**src/rtl/eps_pkg.sv**
```systemverilog
`default_nettype none

package eps_pkg;

    // Number of encoder channels held in state
    localparam int WHEELS = 2;
    localparam int WIDX   = (WHEELS > 1) ? $clog2(WHEELS) : 1;

    // Register reset value
    localparam logic [15:0] SCALE_RESET = 16'd1000;

    // Operation codes
    localparam logic OP_POSITION = 1'b0;
    localparam logic OP_SPEED    = 1'b1;

    // Divider geometry
    localparam int DIV_W   = 32;
    localparam int DIV_CNT = $clog2(DIV_W + 1);

    typedef struct packed {
        logic        opcode;
        logic        wheel;
        logic [15:0] counter_value;
        logic [31:0] now_ms;
    } eps_in_t;

    typedef struct packed {
        logic signed [31:0] position;
        logic signed [31:0] speed;
        logic               no_elapsed_time;
    } eps_out_t;

    typedef struct packed {
        logic busy;
        logic done;
    } eps_div_status_t;

endpackage

`default_nettype wire

```
**src/rtl/eps_divider.sv**
```systemverilog
`default_nettype none

// Restoring unsigned divider, one quotient bit per cycle
module eps_divider (
    input  wire logic                          clk,
    input  wire logic                          rst_n,
    input  wire logic                          start,
    input  wire logic [eps_pkg::DIV_W-1:0]     dividend,
    input  wire logic [eps_pkg::DIV_W-1:0]     divisor,
    output logic      [eps_pkg::DIV_W-1:0]     quotient,
    output eps_pkg::eps_div_status_t           status
);
    import eps_pkg::*;

    logic [DIV_W-1:0]   rem_reg, rem_next;
    logic [DIV_W-1:0]   quot_reg, quot_next;
    logic [DIV_W-1:0]   dvs_reg, dvs_next;
    logic [DIV_CNT-1:0] cnt_reg, cnt_next;
    logic               busy_reg, busy_next;
    logic               done_reg, done_next;
    logic [DIV_W:0]     trial;
    logic [DIV_W:0]     diff;

    // One shift-subtract step
    always_comb
    begin
        trial     = {rem_reg, quot_reg[DIV_W-1]};
        diff      = trial - {1'b0, dvs_reg};
        rem_next  = rem_reg;
        quot_next = quot_reg;
        dvs_next  = dvs_reg;
        cnt_next  = cnt_reg;
        busy_next = busy_reg;
        done_next = 1'b0;
        if (start)
        begin
            rem_next  = '0;
            quot_next = dividend;
            dvs_next  = divisor;
            cnt_next  = DIV_CNT'(DIV_W);
            busy_next = 1'b1;
        end
        else if (busy_reg)
        begin
            if (!diff[DIV_W])
            begin
                rem_next = diff[DIV_W-1:0];
            end
            else
            begin
                rem_next = trial[DIV_W-1:0];
            end
            quot_next = {quot_reg[DIV_W-2:0], ~diff[DIV_W]};
            cnt_next  = cnt_reg - 1'b1;
            if (cnt_reg == DIV_CNT'(1))
            begin
                busy_next = 1'b0;
                done_next = 1'b1;
            end
        end
    end

    always_ff @(posedge clk or negedge rst_n)
    begin
        if (!rst_n)
        begin
            cnt_reg  <= '0;
            busy_reg <= 1'b0;
            done_reg <= 1'b0;
        end
        else
        begin
            cnt_reg  <= cnt_next;
            busy_reg <= busy_next;
            done_reg <= done_next;
        end
    end

    // Datapath, no reset needed
    always_ff @(posedge clk)
    begin
        rem_reg  <= rem_next;
        quot_reg <= quot_next;
        dvs_reg  <= dvs_next;
    end

    assign quotient    = quot_reg;
    assign status.busy = busy_reg;
    assign status.done = done_reg;

endmodule

`default_nettype wire

```
**src/rtl/encoder_position_and_speed.sv**
```systemverilog
`default_nettype none

// Quadrature encoder position and speed per wheel.
// Input channel in_valid/in_ready/in_data carries opcode, wheel, the raw
// 16-bit counter reading and a millisecond timestamp. Each transfer yields
// exactly one result on out_valid/out_ready/out_data: position, speed and a
// flag for a speed read that saw no elapsed time.
// cfg_valid/cfg_ready/cfg_data writes counts_scale; write only when idle.
// One item at a time: in_ready is high only when the sequencer is idle.
// A position read passes the states CALC and FINISH; a speed read also
// passes DIV, where the shared 32-step serial divider (one quotient bit per
// cycle) runs; zero elapsed time skips the divider. in_ready rises
// together with out_valid, so a new item is accepted only after the
// previous result has been registered.
// The result sits in an output register; if the receiver stalls, the next
// item is accepted and computed, then held until the register frees.
// Reset clears the per-wheel count, position and time, sets counts_scale to
// 1000 and leaves no result pending.
module encoder_position_and_speed (
    input  wire logic             clk,
    input  wire logic             rst_n,
    input  wire logic             in_valid,
    output logic                  in_ready,
    input  wire eps_pkg::eps_in_t in_data,
    output logic                  out_valid,
    input  wire logic             out_ready,
    output eps_pkg::eps_out_t     out_data,
    input  wire logic             cfg_valid,
    output logic                  cfg_ready,
    input  wire logic [15:0]      cfg_data
);
    import eps_pkg::*;

    typedef enum logic [1:0] {
        S_IDLE,
        S_CALC,
        S_DIV,
        S_FINISH
    } state_t;

    state_t           state_reg, state_next;
    eps_in_t          item_reg, item_next;
    logic [15:0]      scale_reg;
    logic [15:0]      mag_reg, mag_next;
    logic             neg_reg, neg_next;
    logic             none_reg, none_next;
    logic [31:0]      dt_reg, dt_next;
    logic             out_valid_reg, out_valid_next;
    eps_out_t         out_reg, out_next;
    logic             div_cnt_started_reg, div_cnt_started_next;

    logic [15:0]      last_count_reg [WHEELS];
    logic [31:0]      position_reg   [WHEELS];
    logic [31:0]      last_time_reg  [WHEELS];

    logic             wheel_ok;
    logic [WIDX-1:0]  idx;
    logic [15:0]      d16;
    logic             out_free;
    logic             commit;
    logic             div_start;
    logic [31:0]      product;
    logic [31:0]      quotient;
    eps_div_status_t  div_status;
    logic [31:0]      delta32;
    logic [31:0]      pos_new;
    logic [31:0]      speed_val;

    assign wheel_ok  = (32'(item_reg.wheel) < WHEELS);
    assign idx       = wheel_ok ? WIDX'(item_reg.wheel) : '0;
    assign d16       = item_reg.counter_value - last_count_reg[idx];
    assign out_free  = !out_valid_reg || out_ready;
    assign in_ready  = (state_reg == S_IDLE);
    assign cfg_ready = 1'b1;

    // Shared divider: scaled count magnitude over elapsed ms
    assign product   = 32'(mag_reg) * 32'(scale_reg);
    assign div_start = (state_reg == S_DIV) && !div_status.busy && !div_status.done
                       && (dt_reg != '0) && (div_cnt_started_reg == 1'b0);

    eps_divider u_div (
        .clk      (clk),
        .rst_n    (rst_n),
        .start    (div_start),
        .dividend (product),
        .divisor  (dt_reg),
        .quotient (quotient),
        .status   (div_status)
    );

    // Result of the item
    always_comb
    begin
        delta32   = neg_reg ? (32'd0 - 32'(mag_reg)) : 32'(mag_reg);
        pos_new   = position_reg[idx];
        speed_val = '0;
        if (item_reg.opcode == OP_POSITION)
        begin
            pos_new = position_reg[idx] + delta32;
        end
        else if (!none_reg)
        begin
            speed_val = neg_reg ? (32'd0 - quotient) : quotient;
        end
    end

    assign commit = (state_reg == S_FINISH) && out_free;

    // Sequencer
    always_comb
    begin
        state_next           = state_reg;
        item_next            = item_reg;
        mag_next             = mag_reg;
        neg_next             = neg_reg;
        none_next            = none_reg;
        dt_next              = dt_reg;
        div_cnt_started_next = div_cnt_started_reg;
        out_valid_next       = out_valid_reg && !out_ready;
        out_next             = out_reg;
        unique case (state_reg)
            S_IDLE:
            begin
                if (in_valid)
                begin
                    item_next  = in_data;
                    state_next = S_CALC;
                end
            end
            S_CALC:
            begin
                neg_next             = d16[15];
                mag_next             = d16[15] ? (16'd0 - d16) : d16;
                dt_next              = item_reg.now_ms - last_time_reg[idx];
                none_next            = (item_reg.now_ms == last_time_reg[idx]);
                div_cnt_started_next = 1'b0;
                if (wheel_ok && (item_reg.opcode == OP_SPEED)
                    && (item_reg.now_ms != last_time_reg[idx]))
                begin
                    state_next = S_DIV;
                end
                else
                begin
                    state_next = S_FINISH;
                end
            end
            S_DIV:
            begin
                if (div_start)
                begin
                    div_cnt_started_next = 1'b1;
                end
                if (div_status.done)
                begin
                    state_next = S_FINISH;
                end
            end
            S_FINISH:
            begin
                if (out_free)
                begin
                    out_valid_next = 1'b1;
                    if (wheel_ok)
                    begin
                        out_next.position        = pos_new;
                        out_next.speed           = speed_val;
                        out_next.no_elapsed_time = (item_reg.opcode == OP_SPEED) && none_reg;
                    end
                    else
                    begin
                        out_next = '0;
                    end
                    state_next = S_IDLE;
                end
            end
            default:
            begin
                state_next = S_IDLE;
            end
        endcase
    end

    always_ff @(posedge clk or negedge rst_n)
    begin
        if (!rst_n)
        begin
            state_reg           <= S_IDLE;
            out_valid_reg       <= 1'b0;
            div_cnt_started_reg <= 1'b0;
        end
        else
        begin
            state_reg           <= state_next;
            out_valid_reg       <= out_valid_next;
            div_cnt_started_reg <= div_cnt_started_next;
        end
    end

    // Payload registers
    always_ff @(posedge clk)
    begin
        item_reg <= item_next;
        mag_reg  <= mag_next;
        neg_reg  <= neg_next;
        none_reg <= none_next;
        dt_reg   <= dt_next;
        out_reg  <= out_next;
    end

    // Scale register
    always_ff @(posedge clk or negedge rst_n)
    begin
        if (!rst_n)
        begin
            scale_reg <= SCALE_RESET;
        end
        else if (cfg_valid && cfg_ready)
        begin
            scale_reg <= cfg_data;
        end
    end

    // Per-wheel state, updated when the result is committed
    always_ff @(posedge clk or negedge rst_n)
    begin
        if (!rst_n)
        begin
            for (int i = 0; i < WHEELS; i++)
            begin
                last_count_reg[i] <= '0;
                position_reg[i]   <= '0;
                last_time_reg[i]  <= '0;
            end
        end
        else if (commit && wheel_ok)
        begin
            last_count_reg[idx] <= item_reg.counter_value;
            if (item_reg.opcode == OP_POSITION)
            begin
                position_reg[idx] <= pos_new;
            end
            else
            begin
                last_time_reg[idx] <= item_reg.now_ms;
            end
        end
    end

    assign out_valid = out_valid_reg;
    assign out_data  = out_reg;

endmodule

`default_nettype wire

```
**config.mk**
```make
export PLATFORM = sky130hd
export DESIGN_NAME = encoder_position_and_speed
export DESIGN_NICKNAME = d
export VERILOG_FILES = /design/src/rtl/eps_pkg.sv /design/src/rtl/eps_divider.sv /design/src/rtl/encoder_position_and_speed.sv
export SDC_FILE = /design/constraint.sdc
export NUM_CORES = 1
export LEC_CHECK = 0
export BUFFER_PORTS_ARGS = -buffer_cell sky130_fd_sc_hd__buf_4
export CAP_MARGIN = 20
export CORE_ASPECT_RATIO = 0.9
export CORE_MARGIN = 8
export CORE_UTILIZATION = 45
export CTS_CLUSTER_SIZE = 16
export DETAILED_ROUTE_END_ITERATION = 10
export HOLD_SLACK_MARGIN = 0.06
export MAX_ROUTING_LAYER = met4
export SLEW_MARGIN = 20
export SYNTH_ARGS = -nofsm -noshare
export SYNTH_HDL_FRONTEND = slang
export SYNTH_SLANG_ARGS = --single-unit
```
**constraint.sdc**
```tcl
create_clock -name clk -period 13.85 [get_ports clk]
set_clock_uncertainty 0.2 [all_clocks]
set_input_delay 0.6925 -clock clk [delete_from_list [all_inputs] [get_ports clk]]
set_output_delay 0.6925 -clock clk [all_outputs]
set_load 0.02 [all_outputs]
```
==> results.cfg, run 1 <==
[synth]
synthTopCellsByArea = edfxtp_1 21%, dfrtp_1 14%, fa_1 12%, ha_1 8.6%, mux2_2 5.0%
syn-mean-instance-area_um2 = 10.20
ys_warn_count = 0
yosysTopAreaCell = edfxtp_1
ys_seq_area_share_pct = 37.97
synth_edf_count = 229
syn_area_um2 = 32210
yosysMostFrequentCell = nand2_1
ys_types = 76
synthesis.instances = 3158
synth_top_area_share_pct = 21.35
synth_nets = 3649
async_reset_ff_share_pct = 41.87
synth_commonest_cells = 426 x nand2_1, 315 x inv_1, 229 x edfxtp_1, 222 x ha_1, 198 x fa_1
synth-seq-cells = 449
synthFlopType = edfxtp_1

[global_routing]
grt_pass1_wl_um = 124300
track_usage_pct = 19.15
grt_pass1_vias = 23270
grt_max_degree = 67
antenna_found_initial = 2
gr-total-overflow = 0

[finish]
regArea_um2 = 12230
drive_gt1_share_pct = 12.47
fillers = 6481
nets = 3780
multi_input_area_um2 = 18320
area_delta_synth_final_pct = 12.76
largest_register_ff_count = 65

[critical_path]
cpMostUsedCell = fa_1
cpMaxStageDelayCell = edfxtp_1
path_class = reg2reg
crit_chain = nand2_1 -> fa_1 -> fa_1 -> fa_1 -> inv_1 -> fa_1 -> fa_1 -> inv_1 -> fa_1 -> inv_1 -> ha_1 -> a21o_1 -> a21oi_1 -> o21ai_0 -> a31oi_1 -> o221ai_1 -> o221ai_1 -> o2111ai_1 -> a21oi_1 -> xor2_1 -> o21ai_0
end_kind = register
critPathTopFamily = adder cells
r2r-start = mag_reg[10]
required_ps = 13970
critPathLaunch = mag_reg[10]
crit_fanout = 19
worstPathArrival_ps = 7530
startpoint_type = register
path_buf_inv = 3
slowest_delay_ps = 940

[cts]
cts_buffers = 50
path_clk_slew_ps = 60
cts_max_level = 2
tritoncts = built
root_buffer = clkbuf_16
clock_sinks = 449
clk_path_buf_depth = 3
post-cts-setup-buffer-count = 0
clock_latency_ps = 600

[outcome]
status = finished clean

[timing]
rsz0062_at_grt = false
max_freq_ghz = 0.1350
whs_ps = 105.7
fin_crit_sh_pct = 53.50
period_needed_ps = 7410
setup_viol = 0
slew_headroom_pct = 37.20
worst_pin_slew_ps = 942.0
slew_viol_final = 0
fin_ws_ps = 6440
setup_tns_ps = 0
finalHoldViolations = 0

[drt]
routedWlPerCell_um = 17.79
vias_per_cell = 5.319
wirelength_um = 76150
drt_iter0_drc = 1424
first_pass_iters = 5
vias = 22770
drc_errors = 0
ant_nets = 0

[placement]
gp_congestion = 0.8829
io_buffers = 137
pre_cts_slack_ps = 6537
hpwlAfterDp_um = 55520

[floorplanning]
start_util_pct = 45.23
die_h_um = 269.8
dieArea_um2 = 80410
fp.dieW_um = 298.0
num_rows = 93
fp.coreArea_um2 = 71210
io_pins = 139

[job]
max_cap_violations = 0

[hold_path]
hp-start = in_data[25]
hold_path.class = in2reg
[per-layer routing]
layer | track usage (%) | vias to the layer above | wire length, um
met4 | 4.415 | 0 | 1428
li1 | - | 11040 | -
met2 | 28.89 | 524 | 33410
met3 | 2.908 | 94 | 3669
met1 | 27.18 | 11110 | 37630
met5 | - | - | 0
[worst paths after layout]
path | to | slack, ps | depth (start not counted)
max | u_div.quotient[28] | 6440 | 21
min | item_reg[25] | 110 | 1
max reg2reg | u_div.quotient[28] | 6440 | 21
min reg2reg | u_div.dvs_reg[24] | 250 | 0
max in group asynchronous | scale_reg[12] | 10980 | 4
min in group asynchronous | last_time_reg[49] | 450 | 2
[placed cells by master (no fill, tap or decap), drive strengths merged, types with 9 or more instances in the layout]
master         n
nand2        426
inv          319
edfxtp       229
ha           222
fa           198
o21ai        195
dfrtp        182
buf          162
mux2         143
nor2         135
and2         125
a21oi        118
xnor2         98
xor2          87
mux2i         75
clkbuf        73
a21o          67
nand3         49
dlygate4sd3   47
dfxtp         32
o31ai         28
nor4          25
a31oi         22
o21a          20
nor3          20
nand2b        19
o21bai        17
and3          16
nor2b         15
nand4         14
or3           13
clkinv        12
a211oi        11
or4            9
[kinds of logic after synthesis]
family	Yosys count	synth area share (%)
compound gates	547	10.52
xor+xnor	185	5.030
fa+ha+maj	420	20.93
buf+inv	449	5.283
flops	449	37.97
mux	219	7.400
other cells	1	0.01164
simple gates	888	12.86
[area by class of cell]
type	instances	area share, %
multi-input cells	2260	50.44
flip-flops and latches	449	33.67
repair buffers	210	4.681
clock buffers	72	3.865
inverters	318	3.286
well taps	950	3.272
clock inverters	20	0.7682
diodes	2	0.01378
[what timing repair did]
action | 4_1_cts | 5_1_grt
hold endpoints to repair | 110 | 0
gates resized for setup | 0 | 0
hold buffers | 47 | 0
[metrics by stage]
stage	area (um^2)	std cells	utilization, %
final	36320	4281	51.01
after global placement	34150	4140	47.95
after floorplan	32210	3158	-
after detailed placement	34150	4140	47.95
after global routing	36320	4281	51.01
after CTS	36300	4279	50.97
Power of run 1 is not shown: default switching activity piles up to over one toggle a cycle in this logic, so the estimate is an artifact.
==> run 2: changes to the inputs <==
Clock period 13.85 ns to 5.95 ns, I/O delays scaled along.
==> run 2 against run 1 <==
  * The flow now finishes with violations (negative setup slack)
  * Setup slack worse by 6900 ps
  * Critical endpoint is now u_div.quotient[29]
  * Hold slack improved by 42 ps
  * Utilization increased by 3.1 points
  * Largest cell class unchanged
  * Maximum frequency grew 16%
  * Count of clock-buffer cells in the layout is 11 lower
  * Sequential share of layout area decreased by 1.9 points
==> results.cfg, run 2 (synthesized netlist as in run 1, its figures left out) <==
[placement]
io_buffers = 137
placed_cell_area_um2 = 35460
pre_cts_slack_ps = -457.4
gp_congestion = 0.8851
hpwlAfterDp_um = 59440
place_inst = 4277

[critical_path]
path_class = reg2reg
rr_endpoint = u_div.quotient[29]
r2r_slack_ps = -450
crit_fanout = 5
r2r-start = scale_reg[7]
end_kind = register
reg2regPathDepth = 20
worstPathArrival_ps = 6550
startpoint_type = register
required_ps = 6100
critPathLaunch = scale_reg[7]

[floorplanning]
num_rows = 93
dieArea_um2 = 80410
fp.coreArea_um2 = 71210
io_pins = 139
fp.dieW_um = 298.0
die_h_um = 269.8
start_util_pct = 45.23

[drt]
vias_per_cell = 5.250
routedWlPerCell_um = 17.65
wirelength_um = 79140
ant_nets = 0
first_pass_iters = 5
drt_iter0_drc = 1394
vias = 23540
drc_errors = 0

[cts]
root_buffer = clkbuf_16
tritoncts = built
clock_latency_ps = 630
clk_path_buf_depth = 3
cts_max_level = 2
cts_buffers = 51
clock_sinks = 449
path_clk_slew_ps = 60

[finish]
largest_register_ff_count = 65
area_delta_synth_final_pct = 19.59
drive_gt1_share_pct = 18.43
nets = 3982
instances_no_fill = 4484
fillers = 6249
stdcell_area_um2 = 38520
final_common_cell = nand2_1
final_cell_mix = 420 x nand2_1, 307 x buf_4, 305 x inv_1

[timing]
max_freq_ghz = 0.1562
setup_viol = 12
worst_pin_slew_ps = 965.9
whs_ps = 147.7
period_needed_ps = 6401
slew_viol_final = 0
rsz0062_at_grt = true
slew_headroom_pct = 35.61
fin_crit_sh_pct = 107.6
fin_ws_ps = -451.4
finalHoldViolations = 0

[global_routing]
track_usage_pct = 19.85
grt_max_degree = 91
antenna_found_initial = 2
grt_pass1_wl_um = 128500
gr-total-overflow = 0
grt_pass1_vias = 24310

[job]
max_cap_violations = 0

[hold_path]
hold_path.class = in2async

[outcome]
status = finished with violations
violations = negative setup slack
==> run 2: cell count changes in the layout (fill, tap and decap cells not counted), moves of 8 or more <==
cell | previous run | this run
inv_1 | 313 | 305
fa_1 | 198 | 190
ha_1 | 221 | 211
o21ai_0 | 193 | 185
buf_12 | 0 | 8
inv_2 | 4 | 12
dlygate4sd3_1 | 47 | 85
fa_2 | 0 | 8
ha_4 | 1 | 10
buf_4 | 162 | 307
clkbuf_1 | 15 | 4
==> run 2: how the worst max path moves through the flow <==
stage               slack (ps)  depth (start not counted)                  to
global placement          -420                         20  u_div.quotient[29]
detailed placement        -460                         23  u_div.quotient[29]
global route              -700                         20  u_div.quotient[29]
CTS                       -420                         21  u_div.quotient[29]
finish                    -450                         20  u_div.quotient[29]
floorplan                 -180                         21  u_div.quotient[29]
==> run 2: worst max-delay path: stages (launching register included) <==
cell and delay, ps:
dfstp_2 550, clkbuf_4 190, nand2_1 90, fa_1 520
fa_1 540, inv_1 70, fa_1 550, fa_1 430
fa_1 490, inv_1 50, fa_1 480, inv_1 70
ha_4 260, nand3_2 90, or4_4 570, a31o_4 260
a21o_1 190, o211ai_1 220, o21ai_1 110, xor2_1 140
o21ai_1 70
==> run 2: per-layer routing <==
metal / global-route usage (%) / vias to the layer above / part of all wire, %
li1: - / 11450 / -
met1: 27.82 / 11510 / 49
met2: 30.37 / 482 / 44
met3: 3.068 / 108 / 4.8
met4: 4.542 / 0 / 2.1
met5: - / - / 0
==> run 2: repair_timing <==
action,CTS,global route
endpoints found under the setup margin,16,22
gates resized for setup,7,35
hold buffers,85,0
buffers inserted,3,23
hold endpoints to repair,157,0
pin swaps,0,29
==> run 2: cell type report <==
| cell class | count | area [um^2] | share of cell area (%) |
|---|---|---|---|
| timing repair buffer | 411 | 3425 | 8.890 |
| clock inverter | 34 | 446.7 | 1.160 |
| tap | 950 | 1189 | 3.086 |
| inverter | 318 | 1194 | 3.099 |
| sequential | 449 | 12230 | 31.75 |
| antenna | 1 | 2.502 | 0.006496 |
| multi-input combinational | 2260 | 18650 | 48.41 |
| clock buffer | 61 | 1385 | 3.596 |
==> run 2: per-stage QoR <==
stage                     utilization [%]  setup TNS (ps)
after global placement              49.79           -3411
after global routing                54.09           -7067
final                               54.09           -3295
after CTS                           53.62           -3667
after floorplan                         -          -384.9
after detailed placement            49.79           -4158
Power of run 2 is left out for the same reason.
